`config.mk`:
```
export PLATFORM = sky130hd
export DESIGN_NAME = jpeg_header_segment_parser
export DESIGN_NICKNAME = d
export VERILOG_FILES = /design/src/design/hsp_pkg.sv /design/src/design/hsp_ram.sv /design/src/design/hsp_front.sv /design/src/design/hsp_back.sv /design/src/design/jpeg_header_segment_parser.sv
export SDC_FILE = /design/constraint.sdc
export NUM_CORES = 2
export LEC_CHECK = 0
export ABC_AREA = 0
export BUFFER_PORTS_ARGS = -buffer_cell sky130_fd_sc_hd__buf_2
export CORE_UTILIZATION = 45
export DETAILED_ROUTE_END_ITERATION = 10
export PLACE_DENSITY_LB_ADDON = 0.25
export SLEW_MARGIN = 0
export SYNTH_ARGS = -nofsm -noshare
export SYNTH_HDL_FRONTEND = slang
export SYNTH_SLANG_ARGS = --single-unit
```
`constraint.sdc`:
```
create_clock -name clk_i -period 7.28 [get_ports clk_i]
set_input_delay 1.456 -clock clk_i [delete_from_list [all_inputs] [get_ports clk_i]]
set_output_delay 1.456 -clock clk_i [all_outputs]
set_load 0.005 [all_outputs]
```
`src/design/hsp_pkg.sv`:
```
`timescale 1ns / 1ps
`default_nettype none
package hsp_pkg;

  localparam int COMPONENT_SLOTS_DEF = 256;
  localparam int QUANT_ENTRIES       = 64;
  localparam int QUEUE_DEPTH         = 4;
  localparam int QPTR_W              = $clog2(QUEUE_DEPTH);

  localparam logic [7:0]  SAMPLE_PRECISION = 8'd8;
  localparam logic [15:0] FRAME_HDR_LEN    = 16'd6;
  localparam logic [9:0]  SCAN_HDR_LEN     = 10'd4;
  localparam logic [3:0]  MAX_TABLE_ID     = 4'd4;
  localparam logic [3:0]  MAX_FACTOR       = 4'd4;

  typedef enum logic [1:0] {
    OP_FRAME = 2'd0,
    OP_QUANT = 2'd1,
    OP_SCAN  = 2'd2,
    OP_BAD   = 2'd3
  } opcode_e;

  typedef enum logic [2:0] {
    RK_ACCEPT  = 3'd0,
    RK_REJECT  = 3'd1,
    RK_QUANT   = 3'd2,
    RK_FRAME_C = 3'd3,
    RK_SCAN_C  = 3'd4
  } result_kind_e;

  typedef struct packed {
    logic [2:0]  result_kind;
    logic [1:0]  table_id;
    logic [1:0]  ac_table_id;
    logic [7:0]  entry_index;
    logic [7:0]  entry_value;
    logic [2:0]  h_factor;
    logic [2:0]  v_factor;
    logic [15:0] image_height;
    logic [15:0] image_width;
    logic [7:0]  component_count;
    logic [2:0]  max_h_factor;
    logic [2:0]  max_v_factor;
  } res_t;

  // Up to two words handed from the parser to the result queue per item
  typedef struct packed {
    logic [1:0] count;
    res_t       res0;
    res_t       res1;
  } push_t;

endpackage
`default_nettype wire

```
`src/design/hsp_ram.sv`:
```
`timescale 1ns / 1ps
`default_nettype none
module hsp_ram #(
  parameter int WIDTH = 8,
  parameter int DEPTH = 256
) (
  input  wire logic                     clk_i,
  input  wire logic                     we_i,
  input  wire logic [$clog2(DEPTH)-1:0] waddr_i,
  input  wire logic [WIDTH-1:0]         wdata_i,
  input  wire logic                     re_i,
  input  wire logic [$clog2(DEPTH)-1:0] raddr_i,
  output logic      [WIDTH-1:0]         rdata_o
);
  logic [WIDTH-1:0] mem_q [DEPTH];

  always_ff @(posedge clk_i) begin
    if (we_i) begin
      mem_q[waddr_i] <= wdata_i;
    end
    if (re_i) begin
      rdata_o <= mem_q[raddr_i];
    end
  end
endmodule
`default_nettype wire

```
`src/design/hsp_front.sv`:
```
`timescale 1ns / 1ps
`default_nettype none
module hsp_front #(
  parameter int COMPONENT_SLOTS = hsp_pkg::COMPONENT_SLOTS_DEF
) (
  input  wire logic          clk_i,
  input  wire logic          rst_ni,
  input  wire logic          acc_i,
  input  wire logic [1:0]    opcode_i,
  input  wire logic [7:0]    data_byte_i,
  input  wire logic [15:0]   segment_length_i,
  input  wire logic          last_byte_i,
  output hsp_pkg::push_t     push_o
);
  import hsp_pkg::*;

  localparam int AW = $clog2(COMPONENT_SLOTS);
  localparam logic [8:0] SLOTS9 = 9'(COMPONENT_SLOTS);

  logic [15:0] pos_q, pos_d;
  logic [1:0]  mod3_q, mod3_d;
  logic [7:0]  div3_q, div3_d;
  logic [6:0]  mod65_q, mod65_d;
  logic        fail_q, fail_d;
  logic [7:0]  total_q, total_d;
  logic [7:0]  hid_q, hid_d;
  logic [7:0]  hs_q, hs_d;
  logic [1:0]  qsel_q, qsel_d;
  logic [15:0] fh_q, fh_d;
  logic [15:0] fw_q, fw_d;
  logic [2:0]  mh_q, mh_d;
  logic [2:0]  mv_q, mv_d;

  // component table lookup tracking
  logic [COMPONENT_SLOTS-1:0] vld_q;
  logic        rvld_q, oor_q, ovr_q;
  logic [7:0]  ovr_data_q, rdata, entry;
  logic        rd_en, wr_en;
  logic [7:0]  wr_data;

  logic [7:0]  b;
  logic [15:0] len;
  logic [9:0]  len_frame, len_scan;
  logic [7:0]  s65;
  logic        len65_ok;
  logic [3:0]  hf, vf;
  logic [2:0]  eh, ev;
  res_t        comp_r, fin_r;
  logic        comp_v;

  assign b   = data_byte_i;
  assign len = segment_length_i;
  assign len_frame = {2'b0, b} + {1'b0, b, 1'b0} + 10'(FRAME_HDR_LEN);
  assign len_scan  = {1'b0, b, 1'b0} + SCAN_HDR_LEN;
  // 64 = -1 and 4096 = 1 modulo 65
  assign s65 = 8'(len[5:0]) + 8'(len[15:12]) + 8'(QUANT_ENTRIES + 1) - 8'(len[11:6]);
  assign len65_ok = (s65 == 8'(QUANT_ENTRIES + 1)) || (s65 == 8'(2 * (QUANT_ENTRIES + 1)));
  assign hf = hs_q[7:4];
  assign vf = hs_q[3:0];
  assign entry = oor_q ? 8'h00 : (ovr_q ? ovr_data_q : (rvld_q ? rdata : 8'h00));
  assign eh = entry[6:4];
  assign ev = entry[2:0];

  always_comb begin
    pos_d = pos_q; mod3_d = mod3_q; div3_d = div3_q; mod65_d = mod65_q;
    fail_d = fail_q; total_d = total_q; hid_d = hid_q; hs_d = hs_q;
    qsel_d = qsel_q; fh_d = fh_q; fw_d = fw_q; mh_d = mh_q; mv_d = mv_q;
    rd_en = 1'b0; wr_en = 1'b0;
    wr_data = {1'b0, hf[2:0], 1'b0, vf[2:0]};
    comp_r = '0; comp_v = 1'b0; fin_r = '0;
    push_o = '0;
    if (acc_i) begin
      if (!fail_q) begin
        if (pos_q >= len) begin
          fail_d = 1'b1;
        end else begin
          case (opcode_e'(opcode_i))
            OP_FRAME: begin
              if (pos_q == 16'd0) begin
                if (len < FRAME_HDR_LEN || b != SAMPLE_PRECISION) fail_d = 1'b1;
              end else if (pos_q == 16'd1) begin
                fh_d = {b, 8'h00};
              end else if (pos_q == 16'd2) begin
                fh_d = fh_q | {8'h00, b};
                if (fh_d == 16'd0) fail_d = 1'b1;
              end else if (pos_q == 16'd3) begin
                fw_d = {b, 8'h00};
              end else if (pos_q == 16'd4) begin
                fw_d = fw_q | {8'h00, b};
                if (fw_d == 16'd0) fail_d = 1'b1;
              end else if (pos_q == 16'd5) begin
                total_d = b;
                if (len != {6'b0, len_frame}) fail_d = 1'b1;
              end else begin
                case (mod3_q)
                  2'd0: begin
                    hid_d = b;
                    rd_en = 1'b1;
                  end
                  2'd1: hs_d = b;
                  default: begin
                    if (hf == 4'd0 || hf > MAX_FACTOR || vf == 4'd0 || vf > MAX_FACTOR
                        || b >= 8'(MAX_TABLE_ID)) begin
                      fail_d = 1'b1;
                    end else begin
                      wr_en = ({1'b0, hid_q} < SLOTS9);
                      comp_v = 1'b1;
                      comp_r.result_kind = RK_FRAME_C;
                      comp_r.table_id    = b[1:0];
                      comp_r.entry_index = div3_q - 8'd2;
                      comp_r.entry_value = hid_q;
                      comp_r.h_factor    = hf[2:0];
                      comp_r.v_factor    = vf[2:0];
                    end
                  end
                endcase
              end
            end
            OP_QUANT: begin
              if (pos_q == 16'd0 && (len == 16'd0 || !len65_ok)) begin
                fail_d = 1'b1;
              end else if (mod65_q == 7'd0) begin
                if (b[7:4] != 4'd0 || b[3:0] >= MAX_TABLE_ID) fail_d = 1'b1;
                else qsel_d = b[1:0];
              end else begin
                comp_v = 1'b1;
                comp_r.result_kind = RK_QUANT;
                comp_r.table_id    = qsel_q;
                comp_r.entry_index = {1'b0, mod65_q - 7'd1};
                comp_r.entry_value = b;
              end
            end
            OP_SCAN: begin
              if (pos_q == 16'd0) begin
                total_d = b;
                mh_d = 3'd0;
                mv_d = 3'd0;
                if (len != {6'b0, len_scan}) fail_d = 1'b1;
              end else if (pos_q <= {7'b0, total_q, 1'b0}) begin
                if (pos_q[0]) begin
                  hid_d = b;
                  rd_en = 1'b1;
                end else if (b[7:4] >= MAX_TABLE_ID || b[3:0] >= MAX_TABLE_ID) begin
                  fail_d = 1'b1;
                end else begin
                  if (eh > mh_q) mh_d = eh;
                  if (ev > mv_q) mv_d = ev;
                  comp_v = 1'b1;
                  comp_r.result_kind  = RK_SCAN_C;
                  comp_r.table_id     = b[5:4];
                  comp_r.ac_table_id  = b[1:0];
                  comp_r.entry_index  = pos_q[8:1] - 8'd1;
                  comp_r.entry_value  = hid_q;
                  comp_r.h_factor     = eh;
                  comp_r.v_factor     = ev;
                  comp_r.max_h_factor = mh_d;
                  comp_r.max_v_factor = mv_d;
                end
              end
            end
            default: fail_d = 1'b1;
          endcase
        end
      end

      if (last_byte_i) begin
        if (!fail_d && ({1'b0, pos_q} + 17'd1 == {1'b0, len})) begin
          fin_r.result_kind = RK_ACCEPT;
          if (opcode_i == OP_FRAME) begin
            fin_r.image_height    = fh_d;
            fin_r.image_width     = fw_d;
            fin_r.component_count = total_d;
          end else if (opcode_i == OP_SCAN) begin
            fin_r.component_count = total_d;
            fin_r.max_h_factor    = mh_d;
            fin_r.max_v_factor    = mv_d;
          end
        end else begin
          fin_r.result_kind = RK_REJECT;
        end
        pos_d = '0; mod3_d = '0; div3_d = '0; mod65_d = '0;
        fail_d = 1'b0;
      end else if (pos_q != 16'hFFFF) begin
        pos_d = pos_q + 16'd1;
        if (mod3_q == 2'd2) begin
          mod3_d = 2'd0;
          div3_d = div3_q + 8'd1;
        end else begin
          mod3_d = mod3_q + 2'd1;
        end
        mod65_d = (mod65_q == 7'(QUANT_ENTRIES)) ? 7'd0 : mod65_q + 7'd1;
      end

      // pack: component word first, then the end-of-segment verdict
      if (comp_v) begin
        push_o.res0  = comp_r;
        push_o.res1  = fin_r;
        push_o.count = last_byte_i ? 2'd2 : 2'd1;
      end else begin
        push_o.res0  = fin_r;
        push_o.count = last_byte_i ? 2'd1 : 2'd0;
      end
    end
  end

  always_ff @(posedge clk_i or negedge rst_ni) begin
    if (!rst_ni) begin
      pos_q <= '0; mod3_q <= '0; div3_q <= '0; mod65_q <= '0;
      fail_q <= 1'b0; total_q <= '0; hid_q <= '0; hs_q <= '0; qsel_q <= '0;
      fh_q <= '0; fw_q <= '0; mh_q <= '0; mv_q <= '0;
      vld_q <= '0; rvld_q <= 1'b0; oor_q <= 1'b0; ovr_q <= 1'b0; ovr_data_q <= '0;
    end else begin
      pos_q <= pos_d; mod3_q <= mod3_d; div3_q <= div3_d; mod65_q <= mod65_d;
      fail_q <= fail_d; total_q <= total_d; hid_q <= hid_d; hs_q <= hs_d;
      qsel_q <= qsel_d; fh_q <= fh_d; fw_q <= fw_d; mh_q <= mh_d; mv_q <= mv_d;
      if (rd_en) begin
        rvld_q <= vld_q[b[AW-1:0]];
        oor_q  <= ({1'b0, b} >= SLOTS9);
        ovr_q  <= 1'b0;
      end
      if (wr_en) begin
        vld_q[hid_q[AW-1:0]] <= 1'b1;
        ovr_q      <= 1'b1;
        ovr_data_q <= wr_data;
      end
    end
  end

  hsp_ram #(
    .WIDTH(8),
    .DEPTH(COMPONENT_SLOTS)
  ) u_table (
    .clk_i   (clk_i),
    .we_i    (wr_en),
    .waddr_i (hid_q[AW-1:0]),
    .wdata_i (wr_data),
    .re_i    (rd_en),
    .raddr_i (b[AW-1:0]),
    .rdata_o (rdata)
  );
endmodule
`default_nettype wire

```
`src/design/hsp_back.sv`:
```
`timescale 1ns / 1ps
`default_nettype none
module hsp_back (
  input  wire logic          clk_i,
  input  wire logic          rst_ni,
  input  wire hsp_pkg::push_t push_i,
  output logic               space_o,
  output logic               out_valid_o,
  input  wire logic          out_ready_i,
  output hsp_pkg::res_t      out_o
);
  import hsp_pkg::*;

  res_t              q_mem [QUEUE_DEPTH];
  logic [QPTR_W-1:0] wp_q, rp_q;
  logic [QPTR_W:0]   cnt_q;
  logic              ov_q;
  res_t              out_q;
  logic              load;

  // room for two words whatever the drain side does
  assign space_o     = (cnt_q <= (QPTR_W + 1)'(QUEUE_DEPTH - 2));
  assign load        = (cnt_q != '0) && (!ov_q || out_ready_i);
  assign out_valid_o = ov_q;
  assign out_o       = out_q;

  always_ff @(posedge clk_i) begin
    if (push_i.count != 2'd0) q_mem[wp_q] <= push_i.res0;
    if (push_i.count == 2'd2) q_mem[wp_q + QPTR_W'(1)] <= push_i.res1;
    if (load) out_q <= q_mem[rp_q];
  end

  always_ff @(posedge clk_i or negedge rst_ni) begin
    if (!rst_ni) begin
      wp_q <= '0; rp_q <= '0; cnt_q <= '0; ov_q <= 1'b0;
    end else begin
      wp_q  <= wp_q + QPTR_W'(push_i.count);
      rp_q  <= rp_q + QPTR_W'(load);
      cnt_q <= cnt_q + (QPTR_W + 1)'(push_i.count) - (QPTR_W + 1)'(load);
      if (load) ov_q <= 1'b1;
      else if (out_ready_i) ov_q <= 1'b0;
    end
  end
endmodule
`default_nettype wire

```
`src/design/jpeg_header_segment_parser.sv`:
```
// Baseline JPEG header segment parser. Feed the payload of one frame-start,
// quantization-table or scan-start segment a word at a time, each word with
// its segment kind, the declared length and a last mark. The block emits one
// word per quantization entry, frame component and scan component, then an
// accept or reject word on the last byte; after the first error the rest of
// the segment is dropped. The parser decodes each input word in the cycle it
// is accepted and pushes up to two result words into a four-entry queue,
// which drains one word a cycle into the output register while out_ready_i
// is high or the register is empty. Input is held off only while the queue
// has fewer than two free slots. Component sampling factors live in a table
// of COMPONENT_SLOTS entries with a registered read, issued as soon as the
// component id byte arrives; valid bits make the table read as zero from
// reset, with no clearing pass.
`timescale 1ns / 1ps
`default_nettype none
module jpeg_header_segment_parser #(
  parameter int COMPONENT_SLOTS = hsp_pkg::COMPONENT_SLOTS_DEF
) (
  input  wire logic        clk_i,
  input  wire logic        rst_ni,
  input  wire logic        in_valid_i,
  output logic             in_ready_o,
  input  wire logic [1:0]  opcode_i,
  input  wire logic [7:0]  data_byte_i,
  input  wire logic [15:0] segment_length_i,
  input  wire logic        last_byte_i,
  output logic             out_valid_o,
  input  wire logic        out_ready_i,
  output logic [2:0]       result_kind_o,
  output logic [1:0]       table_id_o,
  output logic [1:0]       ac_table_id_o,
  output logic [7:0]       entry_index_o,
  output logic [7:0]       entry_value_o,
  output logic [2:0]       h_factor_o,
  output logic [2:0]       v_factor_o,
  output logic [15:0]      image_height_o,
  output logic [15:0]      image_width_o,
  output logic [7:0]       component_count_o,
  output logic [2:0]       max_h_factor_o,
  output logic [2:0]       max_v_factor_o
);
  import hsp_pkg::*;

  push_t push;
  res_t  res;
  logic  space;
  logic  acc;

  // take a word whenever the queue can absorb its worst case of two results
  assign in_ready_o = space;
  assign acc        = in_valid_i & space;

  hsp_front #(
    .COMPONENT_SLOTS(COMPONENT_SLOTS)
  ) u_front (
    .clk_i            (clk_i),
    .rst_ni           (rst_ni),
    .acc_i            (acc),
    .opcode_i         (opcode_i),
    .data_byte_i      (data_byte_i),
    .segment_length_i (segment_length_i),
    .last_byte_i      (last_byte_i),
    .push_o           (push)
  );

  hsp_back u_back (
    .clk_i       (clk_i),
    .rst_ni      (rst_ni),
    .push_i      (push),
    .space_o     (space),
    .out_valid_o (out_valid_o),
    .out_ready_i (out_ready_i),
    .out_o       (res)
  );

  // spread the result word onto its field ports
  assign result_kind_o     = res.result_kind;
  assign table_id_o        = res.table_id;
  assign ac_table_id_o     = res.ac_table_id;
  assign entry_index_o     = res.entry_index;
  assign entry_value_o     = res.entry_value;
  assign h_factor_o        = res.h_factor;
  assign v_factor_o        = res.v_factor;
  assign image_height_o    = res.image_height;
  assign image_width_o     = res.image_width;
  assign component_count_o = res.component_count;
  assign max_h_factor_o    = res.max_h_factor;
  assign max_v_factor_o    = res.max_v_factor;
endmodule
`default_nettype wire

```
==> summary.txt <==
Clock tree
  – CTS H-tree depth: 4
  – Clk buf depth: 3
  – Clk sinks: 2,287
  – Hold buffers post-CTS: 0
  – Clk slew on worst S/H paths: 60 ps
  – Worst skew pair latency: 880 ps
  – CTS tree: yes
  – CTS root buf: clkbuf_16
  – TritonCTS Buffers: between 200 and 250
  – Post-CTS sizing: 0
  – Setup bufs post-CTS: 0

Status
  – Run status: finished, final reports clean

Logic synthesis
  – Post-synthesis cell count: roughly 5,300
  – Ys Warns: 0
  – Netlist Area Pre-Place: 93,730 sq um
  – Syn nets: 5,443
  – Post-synth EDFFs: 1,805
  – Cell variety after synth: 77
  – Syn Area/Cell: around 18 sq um
  – Yosys top cell area share: 0.5783
  – Synth top area cells: edfxtp_1, mux4_2, dfrtp_1
  – Asr flop ratio synth: 0.1618
  – Post-synthesis sequential area ratio: 0.7010
  – Main flop type after synthesis: edfxtp_1
  – FF+latch count, synth: 2,287
  – Post-synth top area cell: edfxtp_1

Setup path
  – Critical Path AT: about 6800 ps
  – Startpoint Class: input port
  – R2R cell count: 11
  – Crit path from: segment_length_i[0]
  – Crit Path Category: in -> reg
  – Slowest stage delay, CP: 620 ps
  – Crit path depth: 23
  – Crit end category: register
  – Crit-path max FO: 47
  – CP dominant cell by count: ha_1
  – CP cell instances: buf_2 -> ha_1 -> fa_1 -> a21o_1 -> a21oi_1 -> xnor2_1 -> ha_1 -> ha_1 -> o21ai_0 -> or4b_2 -> o2111ai_1 -> nor4b_1 -> o21a_1 -> o211a_1 -> o21ai_2 -> inv_1 -> ha_1 -> nor2_1 -> nor2_1 -> and3_1 -> a21oi_2 -> clkinvlp_4 -> buf_12
  – R2R Path Start: u_front.pos_q[3]$_DFFE_PN0P_
  – CP required: 7770 ps
  – CP delay by family, top: adder cells
  – Cell at the slowest stage of the critical path: or4b_2
  – Crit path buffers/inverters: 4

Cells and area
  – Fill count: 16,660
  – Commonest cells after routing, fill and taps aside: edfxtp_1, mux4_2, nor2_1, dfrtp_1, o21bai_1
  – P&R area growth vs syn: 12.05%
  – Final Core Density: 0.5072
  – Fin nets: 5,550
  – Share of cells above drive strength 1: 0.2306
  – Commonest non-fill, non-tap cell in the layout: edfxtp_1

Global route
  – Initial antenna violation count: 9
  – Number of global-route vias before repair: 50,766
  – Overflow after GRT: 0
  – All-Layer GR Usage: 0.2212
  – Pin count of the biggest net entering global routing: between 100 and 150
  – First-pass GRT wire length: 344,300 um

Drt
  – Total wire length: ~230,000 um
  – Initial drt markers: between 5,000 and 6,000
  – First-pass iteration count of the detailed router: 7
  – Vias: 49,825
  – Vias/cell: slightly below 6
  – Routed WL per cell: 27.40 um
  – DRC: 0
  – Final antenna-violating net count: 0

Timing
  – Slew margin rel.: 0.2098
  – Setup Viol. Count Final: 0
  – Fin. max-slew vios: 0
  – Total Negative Setup Slacks: 0 ps
  – Worst Max-Slew Pin Slew: ~1200 ps
  – Period minus WS final: 6273 ps
  – RSZ-0062 raised after global routing: false
  – Final Skew: approximately 67 ps
  – Final Hold Viols: 0
  – Achievable Freq: 159.4 MHz
  – Share of the clock period used by the worst path after layout: 0.8617

Floorplanning
  – Initial Util: 0.4526
  – Rows: 167
  – Chip width: 458.4 um
  – Core area: around 210,000 sq um
  – Die area: approximately 210,000 sq um
  – Die Ht: 458.4 um
  – Boundary pin count: around 110

Worst hold path
  – Min-Delay Path Class: reg -> reg
  – Hold path startpoint: u_back.q_mem[1][74]$_SDFFE_PP0N_
  – Min-Delay Path Depth: 2

Placement
  – Post-DP HPWL: 140,600 um
  – I/O Buffers: about 110
  – Placer Congestion: about 0.90

Power and ir drop
  – Peak supply drop: 0.0004737 V
  – Leakage: 35.18 nW
  – Power per cell area: 304.6 nW/um^2

Flow run
  – Number of max-cap violations: 0
-- kinds of logic after synthesis --
kind of cell,share of synthesized area
flops,0.7010
buf+inv,0.01811
mux,0.1579
compound gates,0.05492
fa+ha+maj,0.01233
xor+xnor,0.007382
simple gates,0.04834
-- cell usage after synthesis (19+ instances only) --
library cell / number
buf_1: 86
xor2_1: 35
nand3_1: 68
xnor2_1: 44
a22oi_1: 34
nor3_1: 129
o21bai_1: 256
edfxtp_1: 1805
o21ai_0: 143
a21oi_1: 89
nand2_1: 207
ha_1: 86
o22ai_1: 35
nor2b_1: 19
nand4_1: 20
a22o_1: 92
dfrtp_1: 370
nor4_1: 26
nor2_1: 448
mux2_2: 25
inv_1: 78
dfxtp_1: 112
clkbuf_1: 274
mux4_2: 643
-- tightest hold or removal path: stages (launching register included) --
cell     delay [ps]
dfxtp_1         310
nand2_1          50
nand2_1          50
-- registers in the layout, indices dropped and copies added (netlist names), 7 cells and up --
name,count
u_front.mod65_q,7
u_front.u_table.mem_q,1536
u_front.hid_q,8
u_front.div3_q,8
u_front.pos_q,16
u_back.out_o,75
u_front.fh_q,16
u_front.vld_q,256
u_back.q_mem,300
u_front.total_q,8
u_front.fw_q,16
u_front.hs_q,8
-- final timing paths --
check                                                     endpoint  slack [ps]
max                                  u_back.q_mem[3][37]$_DFFE_PP_        1010
min                               u_back.q_mem[1][74]$_SDFFE_PP0N_         450
max reg2reg                u_front.u_table.mem_q[216][0]$_DFFE_PP_        1650
min reg2reg                       u_back.q_mem[1][74]$_SDFFE_PP0N_         450
max in group asynchronous           u_front.vld_q[143]$_DFFE_PN0P_        4960
min in group asynchronous                 u_back.rp_q[0]$_DFF_PN0_         570
-- final cells by class --
type                            instances  area (sq um)  area share
Sequential cell                      2287         65730      0.6259
Multi-Input combinational cell       2588         26500      0.2523
Clock buffer                          294          6028     0.05740
Tap cell                             2788          3488     0.03321
Timing Repair Buffer                  246          1778     0.01693
Clock inverter                        129          1170     0.01114
Inverter                               81         326.6    0.003109
Antenna cell                            3         7.507  0.00007148
-- layer usage --
metal	global-route usage	vias to the layer above	part of all wire
li1	-	21409	-
met1	0.3070	26229	0.42
met2	0.3586	1790	0.49
met3	0.03585	391	0.063
met4	0.07068	6	0.030
met5	0	-	0.00015
-- through the flow --
step	std cells	worst slack (ps)	hold slack [ps]	instance area, sq um	total power [W]
4_1_cts	8413	1037	446.8	105000	0.03227
3_5_place_dp	7990	156.3	436.9	97820	0.02103
3_3_place_gp	7990	176.3	429.5	97820	0.02091
2_1_floorplan	5322	10.56	418.5	93760	0.01895
6_report	8416	1007	445.6	105000	0.03199
5_1_grt	8413	659.9	474.9	105000	0.03308
-- where the power goes --
group	internal (W)	switching, W
clock	0.00628	0.00502
sequential	0.0157	0.000608
combinational	0.00130	0.00312
total	0.0232	0.00874
No activity file was read; power rests on OpenSTA's default activity.
